<file path="src/hdl/deque_with_search_assert.svh">
// Assertion macros used by the deque top level.
`ifndef DEQUE_WITH_SEARCH_ASSERT_SVH
`define DEQUE_WITH_SEARCH_ASSERT_SVH

// Same-cycle implication, disabled while reset is low.
`define DQS_ASSERT_NOW(label, pre, post) \
    label: assert property (@(posedge i_clk) disable iff (!i_rst_n) (pre) |-> (post)) \
        else $error("deque check failed");

// Next-cycle implication, disabled while reset is low.
`define DQS_ASSERT_NEXT(label, pre, post) \
    label: assert property (@(posedge i_clk) disable iff (!i_rst_n) (pre) |=> (post)) \
        else $error("deque check failed");

`endif

</file>
<file path="src/hdl/dqs_pkg.sv">
// Types, constants and helpers shared by the deque controller and datapath.
package dqs_pkg;

    localparam int DEPTH    = 64;
    localparam int IDX_W    = $clog2(DEPTH);
    localparam int CNT_W    = $clog2(DEPTH + 1);
    localparam int OPCODE_W = 3;
    localparam int VALUE_W  = 32;
    localparam int STATUS_W = 2;
    localparam int POS_W    = CNT_W;

    typedef enum logic [OPCODE_W-1:0] {
        OP_PUSH_FRONT = 3'd0,
        OP_PUSH_BACK  = 3'd1,
        OP_POP_FRONT  = 3'd2,
        OP_POP_BACK   = 3'd3,
        OP_SEARCH     = 3'd4
    } t_opcode;

    typedef enum logic [STATUS_W-1:0] {
        ST_OK       = 2'd0,
        ST_FULL     = 2'd1,
        ST_EMPTY    = 2'd2,
        ST_NOTFOUND = 2'd3
    } t_status;

    // Controller to datapath commands
    typedef struct packed {
        logic load;    // latch the accepted item
        logic exec;    // carry out the request
        logic search;  // advance the search walk by one entry
        logic emit;    // move the result into the output register
    } t_dqs_cmd;

    // Datapath to controller status
    typedef struct packed {
        logic search_go;   // request is a search on a non-empty deque
        logic search_hit;  // the pending entry matches
        logic search_miss; // walk finished with no match
    } t_dqs_sts;

    // Ring slot at base + offset, offset below twice the depth minus base
    function automatic logic [IDX_W-1:0] slot_of(input logic [IDX_W-1:0] base,
                                                 input logic [CNT_W-1:0] offset);
        logic [CNT_W:0] sum;
        sum = {{(CNT_W + 1 - IDX_W){1'b0}}, base} + {1'b0, offset};
        if (sum >= (CNT_W + 1)'(DEPTH)) begin
            sum = sum - (CNT_W + 1)'(DEPTH);
        end
        return sum[IDX_W-1:0];
    endfunction

    // Ring slot just in front of base
    function automatic logic [IDX_W-1:0] slot_before(input logic [IDX_W-1:0] base);
        logic [IDX_W-1:0] prev;
        if (base == '0) begin
            prev = IDX_W'(DEPTH - 1);
        end else begin
            prev = base - 1'b1;
        end
        return prev;
    endfunction

endpackage

</file>
<file path="src/hdl/deque_with_search.sv">
// Top level of the bounded deque with front-to-back search.
//
// A bounded double-ended queue of 64 signed 32-bit values held in a ring RAM
// with a front pointer and a count. Each request item on the slave stream
// (opcode in tuser, value in tdata) gives exactly one result item on the
// master stream: status, 1-based match position and the count afterwards.
// One request is worked on at a time. Pushes, pops and unused opcodes pass
// through accept, execute and hand-off to the result register. A search on a
// non-empty deque walks the stored entries from the front: it reads one stored
// entry per cycle through the single read port of the ring RAM, compares it in
// the next cycle and stops at the first match or after the last entry. A result
// may wait in the output register while the next request is accepted. The RAM
// is not cleared; no entry is read before it is written.
module deque_with_search (
    input  logic        i_clk,
    input  logic        i_rst_n,
    input  logic        i_s_axis_tvalid,
    output logic        o_s_axis_tready,
    input  logic [31:0] i_s_axis_tdata,  // [31:0] value
    input  logic [2:0]  i_s_axis_tuser,  // [2:0] opcode
    output logic        o_m_axis_tvalid,
    input  logic        i_m_axis_tready,
    output logic [15:0] o_m_axis_tdata   // [1:0] status, [8:2] position, [15:9] count
);

    `include "deque_with_search_assert.svh"

    dqs_pkg::t_dqs_cmd                 cmd;
    dqs_pkg::t_dqs_sts                 sts;
    logic [dqs_pkg::STATUS_W-1:0]      status;
    logic [dqs_pkg::POS_W-1:0]         position;
    logic [dqs_pkg::CNT_W-1:0]         count;
    logic                              in_accept;

    dqs_ctrl u_ctrl (
        .i_clk       (i_clk),
        .i_rst_n     (i_rst_n),
        .i_in_valid  (i_s_axis_tvalid),
        .o_in_ready  (o_s_axis_tready),
        .o_out_valid (o_m_axis_tvalid),
        .i_out_ready (i_m_axis_tready),
        .o_cmd       (cmd),
        .i_sts       (sts)
    );

    dqs_datapath u_datapath (
        .i_clk      (i_clk),
        .i_rst_n    (i_rst_n),
        .i_cmd      (cmd),
        .o_sts      (sts),
        .i_opcode   (i_s_axis_tuser),
        .i_value    (i_s_axis_tdata),
        .o_status   (status),
        .o_position (position),
        .o_count    (count)
    );

    // Pack the result fields
    assign o_m_axis_tdata = {count, position, status};

    assign in_accept = i_s_axis_tvalid && o_s_axis_tready;

    // Only one command is active per cycle
    `DQS_ASSERT_NOW(a_cmd_onehot, 1'b1, $onehot0(cmd))
    // An accepted item is executed in the next cycle
    `DQS_ASSERT_NEXT(a_accept_exec, in_accept, cmd.exec)
    // A full status only comes with a full count
    `DQS_ASSERT_NOW(a_full_count, o_m_axis_tvalid && (status == dqs_pkg::ST_FULL),
                    count == dqs_pkg::CNT_W'(dqs_pkg::DEPTH))
    // A match position never exceeds the count
    `DQS_ASSERT_NOW(a_pos_range, o_m_axis_tvalid, position <= count)

endmodule

</file>
<file path="src/hdl/dqs_ram.sv">
// Generic single-write, single-read RAM with registered read data.
module dqs_ram #(
    parameter int WIDTH = 32,
    parameter int DEPTH = 64
) (
    input  logic                     i_clk,
    input  logic                     i_we,
    input  logic [$clog2(DEPTH)-1:0] i_waddr,
    input  logic [WIDTH-1:0]         i_wdata,
    input  logic [$clog2(DEPTH)-1:0] i_raddr,
    output logic [WIDTH-1:0]         o_rdata
);

    logic [WIDTH-1:0] r_mem [DEPTH];
    logic [WIDTH-1:0] r_rdata;

    // Write one entry, read one entry
    always_ff @(posedge i_clk) begin
        if (i_we) begin
            r_mem[i_waddr] <= i_wdata;
        end
        r_rdata <= r_mem[i_raddr];
    end

    assign o_rdata = r_rdata;

endmodule

</file>
<file path="src/hdl/dqs_ctrl.sv">
// Request sequencer for the deque: accept, execute, search walk, result hand-off.
module dqs_ctrl (
    input  logic              i_clk,
    input  logic              i_rst_n,
    input  logic              i_in_valid,
    output logic              o_in_ready,
    output logic              o_out_valid,
    input  logic              i_out_ready,
    output dqs_pkg::t_dqs_cmd o_cmd,
    input  dqs_pkg::t_dqs_sts i_sts
);

    typedef enum logic [1:0] {
        S_IDLE,
        S_EXEC,
        S_SEARCH,
        S_FINISH
    } t_state;

    t_state r_state;
    logic   r_out_valid;

    // Decode commands from the current state
    always_comb begin
        o_cmd      = '0;
        o_in_ready = (r_state == S_IDLE);
        case (r_state)
            S_IDLE:   o_cmd.load   = i_in_valid;
            S_EXEC:   o_cmd.exec   = 1'b1;
            S_SEARCH: o_cmd.search = 1'b1;
            S_FINISH: o_cmd.emit   = !r_out_valid || i_out_ready;
            default:  o_cmd        = '0;
        endcase
    end

    // Advance state and hold the output valid flag
    always_ff @(posedge i_clk) begin
        if (!i_rst_n) begin
            r_state     <= S_IDLE;
            r_out_valid <= 1'b0;
        end else begin
            case (r_state)
                S_IDLE: begin
                    if (i_in_valid) begin
                        r_state <= S_EXEC;
                    end
                end
                S_EXEC: begin
                    r_state <= i_sts.search_go ? S_SEARCH : S_FINISH;
                end
                S_SEARCH: begin
                    if (i_sts.search_hit || i_sts.search_miss) begin
                        r_state <= S_FINISH;
                    end
                end
                S_FINISH: begin
                    if (o_cmd.emit) begin
                        r_state <= S_IDLE;
                    end
                end
                default: r_state <= S_IDLE;
            endcase

            if (o_cmd.emit) begin
                r_out_valid <= 1'b1;
            end else if (i_out_ready) begin
                r_out_valid <= 1'b0;
            end
        end
    end

    assign o_out_valid = r_out_valid;

endmodule

</file>
<file path="src/hdl/dqs_datapath.sv">
// Deque datapath: ring RAM, front pointer, count, search walk and result registers.
module dqs_datapath (
    input  logic                                i_clk,
    input  logic                                i_rst_n,
    input  dqs_pkg::t_dqs_cmd                   i_cmd,
    output dqs_pkg::t_dqs_sts                   o_sts,
    input  logic [dqs_pkg::OPCODE_W-1:0]        i_opcode,
    input  logic signed [dqs_pkg::VALUE_W-1:0]  i_value,
    output logic [dqs_pkg::STATUS_W-1:0]        o_status,
    output logic [dqs_pkg::POS_W-1:0]           o_position,
    output logic [dqs_pkg::CNT_W-1:0]           o_count
);

    dqs_pkg::t_opcode                   r_op;
    logic signed [dqs_pkg::VALUE_W-1:0] r_val;
    logic [dqs_pkg::IDX_W-1:0]          r_front;
    logic [dqs_pkg::CNT_W-1:0]          r_count;
    logic [dqs_pkg::CNT_W-1:0]          r_issue;
    logic                               r_pend;
    logic [dqs_pkg::IDX_W-1:0]          r_pend_idx;
    dqs_pkg::t_status                   r_status;
    logic [dqs_pkg::POS_W-1:0]          r_pos;
    logic [dqs_pkg::STATUS_W-1:0]       r_out_status;
    logic [dqs_pkg::POS_W-1:0]          r_out_pos;
    logic [dqs_pkg::CNT_W-1:0]          r_out_count;

    logic                               full;
    logic                               empty;
    logic                               we;
    logic [dqs_pkg::IDX_W-1:0]          waddr;
    logic [dqs_pkg::IDX_W-1:0]          raddr;
    logic signed [dqs_pkg::VALUE_W-1:0] rdata;
    logic                               hit;

    assign full  = (r_count == dqs_pkg::CNT_W'(dqs_pkg::DEPTH));
    assign empty = (r_count == '0);

    // Write on a push that has room
    assign we = i_cmd.exec && !full &&
                ((r_op == dqs_pkg::OP_PUSH_FRONT) || (r_op == dqs_pkg::OP_PUSH_BACK));
    assign waddr = (r_op == dqs_pkg::OP_PUSH_FRONT) ? dqs_pkg::slot_before(r_front)
                                                   : dqs_pkg::slot_of(r_front, r_count);
    assign raddr = dqs_pkg::slot_of(r_front, r_issue);

    dqs_ram #(
        .WIDTH (dqs_pkg::VALUE_W),
        .DEPTH (dqs_pkg::DEPTH)
    ) u_ring (
        .i_clk   (i_clk),
        .i_we    (we),
        .i_waddr (waddr),
        .i_wdata (r_val),
        .i_raddr (raddr),
        .o_rdata (rdata)
    );

    assign hit = r_pend && (rdata == r_val);

    assign o_sts.search_go   = (r_op == dqs_pkg::OP_SEARCH) && !empty;
    assign o_sts.search_hit  = hit;
    assign o_sts.search_miss = !r_pend && (r_issue == r_count);

    // Hold the deque pointers
    always_ff @(posedge i_clk) begin
        if (!i_rst_n) begin
            r_front <= '0;
            r_count <= '0;
        end else if (i_cmd.exec) begin
            case (r_op)
                dqs_pkg::OP_PUSH_FRONT: begin
                    if (!full) begin
                        r_front <= dqs_pkg::slot_before(r_front);
                        r_count <= r_count + 1'b1;
                    end
                end
                dqs_pkg::OP_PUSH_BACK: begin
                    if (!full) begin
                        r_count <= r_count + 1'b1;
                    end
                end
                dqs_pkg::OP_POP_FRONT: begin
                    if (!empty) begin
                        r_front <= dqs_pkg::slot_of(r_front, dqs_pkg::CNT_W'(1));
                        r_count <= r_count - 1'b1;
                    end
                end
                dqs_pkg::OP_POP_BACK: begin
                    if (!empty) begin
                        r_count <= r_count - 1'b1;
                    end
                end
                default: begin
                    r_count <= r_count;
                end
            endcase
        end
    end

    // Latch the item, set the result, walk the search
    always_ff @(posedge i_clk) begin
        if (!i_rst_n) begin
            r_pend <= 1'b0;
        end else begin
            if (i_cmd.load) begin
                r_op  <= dqs_pkg::t_opcode'(i_opcode);
                r_val <= i_value;
            end

            if (i_cmd.exec) begin
                r_pos   <= '0;
                r_issue <= '0;
                r_pend  <= 1'b0;
                case (r_op)
                    dqs_pkg::OP_PUSH_FRONT,
                    dqs_pkg::OP_PUSH_BACK: begin
                        r_status <= full ? dqs_pkg::ST_FULL : dqs_pkg::ST_OK;
                    end
                    dqs_pkg::OP_POP_FRONT,
                    dqs_pkg::OP_POP_BACK: begin
                        r_status <= empty ? dqs_pkg::ST_EMPTY : dqs_pkg::ST_OK;
                    end
                    dqs_pkg::OP_SEARCH: begin
                        r_status <= empty ? dqs_pkg::ST_EMPTY : dqs_pkg::ST_NOTFOUND;
                    end
                    default: begin
                        r_status <= dqs_pkg::ST_OK;
                    end
                endcase
            end

            // Issue one read a cycle and compare the entry read last cycle
            if (i_cmd.search) begin
                if (r_issue < r_count) begin
                    r_issue    <= r_issue + 1'b1;
                    r_pend     <= 1'b1;
                    r_pend_idx <= r_issue[dqs_pkg::IDX_W-1:0];
                end else begin
                    r_pend <= 1'b0;
                end
                if (hit) begin
                    r_status <= dqs_pkg::ST_OK;
                    r_pos    <= dqs_pkg::POS_W'(r_pend_idx) + 1'b1;
                end
            end
        end
    end

    // Load the output register
    always_ff @(posedge i_clk) begin
        if (i_cmd.emit) begin
            r_out_status <= r_status;
            r_out_pos    <= r_pos;
            r_out_count  <= r_count;
        end
    end

    assign o_status   = r_out_status;
    assign o_position = r_out_pos;
    assign o_count    = r_out_count;

endmodule

</file>
<file path="config.mk">
export PLATFORM = sky130hd
export DESIGN_NAME = deque_with_search
export DESIGN_NICKNAME = d
export VERILOG_FILES = /design/src/hdl/dqs_pkg.sv /design/src/hdl/deque_with_search.sv /design/src/hdl/dqs_ram.sv /design/src/hdl/dqs_ctrl.sv /design/src/hdl/dqs_datapath.sv
export VERILOG_INCLUDE_DIRS = /design/src /design/src/hdl
export SDC_FILE = /design/constraint.sdc
export NUM_CORES = 2
export LEC_CHECK = 0
export ABC_AREA = 1
export BUFFER_PORTS_ARGS = -buffer_cell sky130_fd_sc_hd__buf_2
export CELL_PAD_IN_SITES_DETAIL_PLACEMENT = 2
export CELL_PAD_IN_SITES_GLOBAL_PLACEMENT = 2
export CORE_UTILIZATION = 35
export DETAILED_ROUTE_END_ITERATION = 10
export PLACE_DENSITY = 0.68
export SLEW_MARGIN = 10
export SYNTH_ARGS = -nofsm -noshare
export SYNTH_HDL_FRONTEND = slang
export SYNTH_SLANG_ARGS = --single-unit
export TNS_END_PERCENT = 100
</file>
<file path="constraint.sdc">
create_clock -name i_clk -period 3.2 [get_ports i_clk]
set_input_delay 0.32 -clock i_clk [delete_from_list [all_inputs] [get_ports i_clk]]
set_output_delay 0.32 -clock i_clk [all_outputs]
set_load 0.05 [all_outputs]
</file>
; Word-level counts from Yosys, hierarchy flattened
; Memories as Yosys holds them, arrays and structs flattened. A register that Yosys moved wholly into a read port is not among the register bits.
; Cells that the tools add are included.
[totals]
regBits = 90
elab_cells = 114
n_memories = 1
ramBits = 2048
[mem_list]
columns = name, depth, width, rd, rd_clocked_by_memory_dff, write_ports, line
row1 = u_datapath.u_ring.r_mem, 64, 32, 1, 1, 1, dqs_ram.sv:14  ; logic [WIDTH-1:0] r_mem [DEPTH];
[classes]
n_lt_le_gt_ge = 4
mux = 40
n_reduce_logical = 27
n_eq_ne = 17
n_addsub = 11
[op_table]
columns = cell, count
row1 = 7-bit two-way mux, 8
row2 = 6-bit two-way mux, 7
row3 = 32-bit == test, 1
row4 = "6-bit by 1-bit subtractor with 6-bit output, second input constant", 4
row5 = 6-bit by 7-bit adder with 8-bit output, 2
row6 = "8-bit by 7-bit >= comparator with 1-bit output, second input constant", 2
row7 = "6-bit by 1-bit adder with 7-bit output, second input constant", 2
row8 = "7-bit by 1-bit adder with 7-bit output, second input constant", 2
row9 = 1-bit two-way mux, 14
row10 = 2-bit two-way mux, 7
row11 = 7-bit one-hot mux with 2 select lines, 1
row12 = "2-bit != test, second input constant", 6
row13 = 6-bit one-hot mux with 2 select lines, 1
row14 = 2-bit one-hot mux with 4 select lines, 1
row15 = 4-bit AND reduction, 2
row16 = 2-bit nonzero test, 4
row17 = 7-bit == test, 1
row18 = "7-bit == test, second input constant", 1
row19 = "7-bit >= comparator, second input constant", 1
row20 = 7-bit logical NOT, 1
row21 = 7-bit < comparator, 1
row22 = "7-bit by 1-bit subtractor with 7-bit output, second input constant", 1
row23 = "3-bit by 2-bit == test with 1-bit output, second input constant", 2
row24 = 6-bit logical NOT, 1
row25 = other kinds (14), 26

; Depth between registers and ports, before layout
[depth]
ltp_word = 6
mapped_depth = 15

; By module
; A second synthesis with hierarchy kept.
[unflattened]
hier_cells = 7460
area_unflattened_um2 = 88467.3
[by_module_without_submodules]
columns = module, n_inst, seq_area_each_um2, cells_per_inst, area_per_inst_um2
row1 = dqs_ram, 1, 62139.6, 6769, 82738.1
row2 = dqs_datapath, 1, 2472.4, 658, 5489.0
row3 = dqs_ctrl, 1, 60.1, 33, 240.2

; Least setup slack after synthesis
; OpenSTA, ideal clock, no wires.
[synth_timing]
path_type = reg-to-reg
start = register u_datapath.r_front[0] (netlist bit)
end = memory u_datapath.u_ring.r_mem[0][0] (enable)
arrival_time_ps = 3105
path_slack_ps = -326
stages_incl_launch_ff = 11
path_cell_list = dfxtp_1 -> ha_1 -> fa_1 -> nand3_1 -> nand2_1 -> xor2_1 -> nand2_1 -> nand2_1 -> inv_1 -> nand3_1 -> nor2_1
[synth_between]
elab_chain_cells = 4
elab_cells_between_ends = 8
classes_between = add/sub: 3 / order compare: 1 / mux: 3 / reduce/logical: 1
[synth_rtl]
columns = element, line
row1 = start: declaration, dqs_datapath.sv:16  ; logic [dqs_pkg::IDX_W-1:0] r_front;
row2 = start signal: assignment, dqs_datapath.sv:72  ; r_front <= dqs_pkg::slot_before(r_front);
row3 = start signal: assignment, dqs_datapath.sv:83  ; r_front <= dqs_pkg::slot_of(r_front, dqs_pkg::CNT_W'(1));
row4 = 6-bit by 7-bit adder with 8-bit output, dqs_pkg.sv:46  ; sum = {{(CNT_W + 1 - IDX_W){1'b0}}, base} + {1'b0, offset};
row5 = 8-bit by 7-bit >= comparator with 1-bit output / 6-bit by 1-bit subtractor with 6-bit output (equally long branches), "dqs_pkg.sv:47, dqs_pkg.sv:48"
row6 = 6-bit two-way mux, dqs_pkg.sv:47  ; if (sum >= (CNT_W + 1)'(DEPTH)) begin
row7 = 6-bit two-way mux (*), dqs_datapath.sv:41  ; assign waddr = (r_op == dqs_pkg::OP_PUSH_FRONT) ? dqs_pkg::slot_before(r_front)
row8 = end: declaration, dqs_ram.sv:14
; Every way passes the cells marked *; elsewhere a longest branch is shown, timed or not.

; Final worst setup path
[layout_timing]
start = register u_datapath.r_issue[0] (netlist bit)
end = register u_datapath.u_ring.r_rdata[22] (netlist: u_datapath.u_ring.o_rdata[22]) (read register of u_datapath.u_ring.r_mem)
[layout_between]
elab_chain_cells = 3
elab_cells_between_ends = 4
classes_between = add/sub: 2 / order compare: 1 / mux: 1
[layout_rtl]
columns = element, line
row1 = start: declaration, dqs_datapath.sv:18  ; logic [dqs_pkg::CNT_W-1:0] r_issue;
row2 = start signal: assignment, dqs_datapath.sv:134  ; r_issue <= r_issue + 1'b1;
row3 = 6-bit by 7-bit adder with 8-bit output (*), dqs_pkg.sv:46
row4 = 8-bit by 7-bit >= comparator with 1-bit output / 6-bit by 1-bit subtractor with 6-bit output (equally long branches), "dqs_pkg.sv:47, dqs_pkg.sv:48"
row5 = 6-bit two-way mux (*), dqs_pkg.sv:47
row6 = end: declaration, dqs_ram.sv:15  ; logic [WIDTH-1:0] r_rdata;
; Marks and branches as above.
; A chain may end at the register's enable or synchronous reset.

==> flow_summary.ini <==
[critical_path]
worstSetupPathType = reg -> reg
crit_chain = ha_4 > fa_4 > buf_12 > inv_16 > buf_16 > buf_4 > buf_4 > o21ai_0 > o22ai_1 > nand2_1 > o21ai_1 > nand2_1 > nand3_4 > nand3_1 > buf_4 > o21ai_1
cp-end-kind = flop
worst_path_most_repeated_cell = buf_4
slowest_delay_ns = 0.65
start_kind = flop
r2r_slack_ns = -0.26
cp_max_fo = 22
required_ns = 4.00
worstPathArrival_ns = 4.27
critPathSlowestCell = fa_4
reg2reg_depth = 16

[run_status]
status = finished with violations
violations = setup timing

[sta]
setup_viol = 32
drv_slew = 0
rsz0062_at_grt = true
maxSlewHeadroom = 0.224
fin_setup_tns_ns = -4.94
worst_pin_slew_ns = 1.16
finalCriticalPeriod_ns = 3.46
finalHoldViolCount = 0
finalCritPeriodShare = 1.08
worst_slack_ns = -0.262
fmax_mhz = 289
fin_skew_ns = 0.0760

[cts]
cts_num_sinks = 2170
cts_buffers = 231
clk_pin_slew_ns = 0.07
cts_tree = built
cts_max_path_buffers = 3
clk_latency_ns = 0.92
htree_levels = 4
cts_root_buf = clkbuf_16

[place]
dp_cells = 10900
place.detailed.hpwl_um = 212000
port_buffers = 56
place_ws_ns = -0.926
gp_congestion = 0.820

[power]
irDropWorstVdd_v = 0.000565
leakage_nw = 37.8
p_per_area_mw_per_mm2 = 948
power_mw = 103

[detailed_routing]
drcViolationCount = 0
drtIter0Drc = 5811
vias_per_cell = 5.56
drtPass1Iterations = 5
vias = 63800
detail_route.wl_per_cell_um = 30.3
drt_wl_total_um = 348000
drtAntennaViolNets = 0

[die]
num_rows = 183
core_area_mm2 = 0.250
die_height_um = 504
die_w_um = 504
io_pins = 57
dieArea_mm2 = 0.254
start_util = 0.353

[hold_path]
holdCritPathClass = in -> reg
hold_path_depth = 2

[synth]
yosysSeqAreaShare = 0.734
synthCells = 7418
synth_fp_nets = 7491
avgSynthCellArea_um2 = 11.9
ys_types = 39
ys_ff_latch = 2170
ys_warn_count = 0
netlist_area_mm2 = 0.0881

[grt]
antenna_found_initial = 16
grt_pass1_wl_um = 493000
grt_pass1_vias = 68900
grt_max_degree = 98
grt-ovfl-total = 0
grt.total_usage = 0.267

[layout]
nNetsFinal = 8006
final_cell_mix = edfxtp_1, nor2_1, o21ai_0
layout_commonest_cell = edfxtp_1
utilization = 0.436
syn_to_final_growth_pct = 23.4
n_fill_cell = 24900
final_cells = 11500
drive_gt1_frac = 0.178

[run]
cap_violations = 0
==> state kept, by name, indices dropped and copies added (netlist names) <==
signal / count
u_ctrl.o_out_valid: 1
u_datapath.r_pend: 1
u_datapath.o_status: 2
u_datapath.u_ring.o_rdata: 32
u_datapath.r_status: 2
u_datapath.r_pend_idx: 6
u_ctrl.r_state: 2
u_datapath.o_count: 7
u_datapath.r_op: 3
u_datapath.u_ring.r_mem: 2048
u_datapath.r_front: 6
u_datapath.r_count: 7
u_datapath.r_val: 32
u_datapath.r_issue: 7
u_datapath.r_pos: 7
u_datapath.o_position: 7
==> per-layer routing <==
metal  GRT usage  part of all wire  vias to the layer above
met1       0.350              0.42                    34100
met4      0.0960             0.035                        2
li1            -                 -                    27200
met2       0.453              0.49                     1971
met5           0          0.000037                        -
met3      0.0334             0.058                      467
==> cell families after synthesis <==
group	Yosys count	share of synthesized area
simple gates	2565	0.113
compound gates	1820	0.106
mux	2	0.000227
xor+xnor	28	0.00295
fa+ha+maj	34	0.00508
flops	2170	0.734
buf+inv	799	0.0396
==> cell type report <==
class	instances	area, um2	share of cell area
Sequential cell	2170	64700	0.595
Clock buffer	311	6360	0.0585
Inverter	353	1370	0.0126
Multi-Input combinational cell	4449	22500	0.207
Antenna cell	10	25.0	0.000230
Clock inverter	122	1180	0.0108
Tap cell	3330	4170	0.0383
Timing Repair Buffer	728	8510	0.0783
==> power breakdown <==
part / leakage (nW) / internal [mW] / switching, mW
clock network: 3.70 / 15.4 / 11.8
logic: 14.6 / 14.2 / 28.7
registers: 19.5 / 32.2 / 0.934
==> critical path, delay by kind of cell, from the launching register on <==
kind / cells / cell delay [ns]
buffers and inverters: 6 / 1.05
flip-flops: 1 / 0.44
AO/OA/AOI/OAI: 4 / 0.48
AND/OR/NAND/NOR: 4 / 0.49
adder cells (fa/ha/maj): 2 / 0.84
==> Yosys cell counts <==
master / count / area, um2
edfxtp_1: 2121 / 63700
inv_1: 350 / 1310
a211oi_1: 1 / 7.51
clkbuf_2: 1 / 5.00
clkbuf_1: 226 / 848
fa_1: 3 / 60.1
nand2_1: 765 / 2870
nor2_1: 1580 / 5930
nand2_2: 1 / 6.26
buf_2: 98 / 490
mux2i_1: 2 / 20.0
inv_2: 1 / 3.75
nor3_1: 4 / 20.0
nand3b_1: 1 / 7.51
o21ai_0: 1215 / 6080
a21boi_0: 2 / 15.0
inv_6: 1 / 8.76
xor2_1: 7 / 61.3
xor2_2: 2 / 32.5
ha_1: 31 / 388
nand3_1: 207 / 1040
nand4_1: 5 / 31.3
a21o_1: 1 / 7.51
buf_1: 39 / 146
dfxtp_1: 49 / 981
o211ai_1: 2 / 15.0
a21oi_2: 1 / 8.76
o22ai_1: 161 / 1010
a31oi_1: 4 / 25.0
clkinv_1: 1 / 3.75
buf_4: 67 / 503
and2_1: 1 / 6.26
o2bb2ai_1: 1 / 8.76
o21a_1: 1 / 7.51
a21oi_1: 34 / 170
nor3b_1: 1 / 7.51
o21ai_1: 397 / 1990
buf_6: 15 / 169
xnor2_1: 19 / 166
==> path summary, 6_finish.rpt <==
kind,from,endpoint
worst min register to register,u_datapath.r_pos[2]$_DFFE_PP_,u_datapath.o_position[2]$_DFFE_PP_
worst max register to register,u_datapath.r_issue[0]$_DFFE_PP_,u_datapath.u_ring.o_rdata[22]$_DFF_P_
worst max-delay path,u_datapath.r_issue[0]$_DFFE_PP_,u_datapath.u_ring.o_rdata[22]$_DFF_P_
worst min-delay path,i_s_axis_tdata[23],u_datapath.r_val[23]$_DFFE_PP_
==> timing repair <==
item,CTS,global route
resized for setup,403,279
setup buffers,31,24
hold endpoints to repair,81,0
gates cloned,10,6
pin swaps,63,124
hold buffers,39,0
endpoints found under the setup margin,32,1027
==> stage by stage <==
step | hold WS [ns] | instance area [um2]
CTS | 0.0461 | 108000
global placement | 0.468 | 97500
global route | 0.0925 | 109000
floorplan | 0.419 | 88100
finish | 0.114 | 109000
detailed placement | 0.471 | 97500
(Power assumes the default switching activity.)
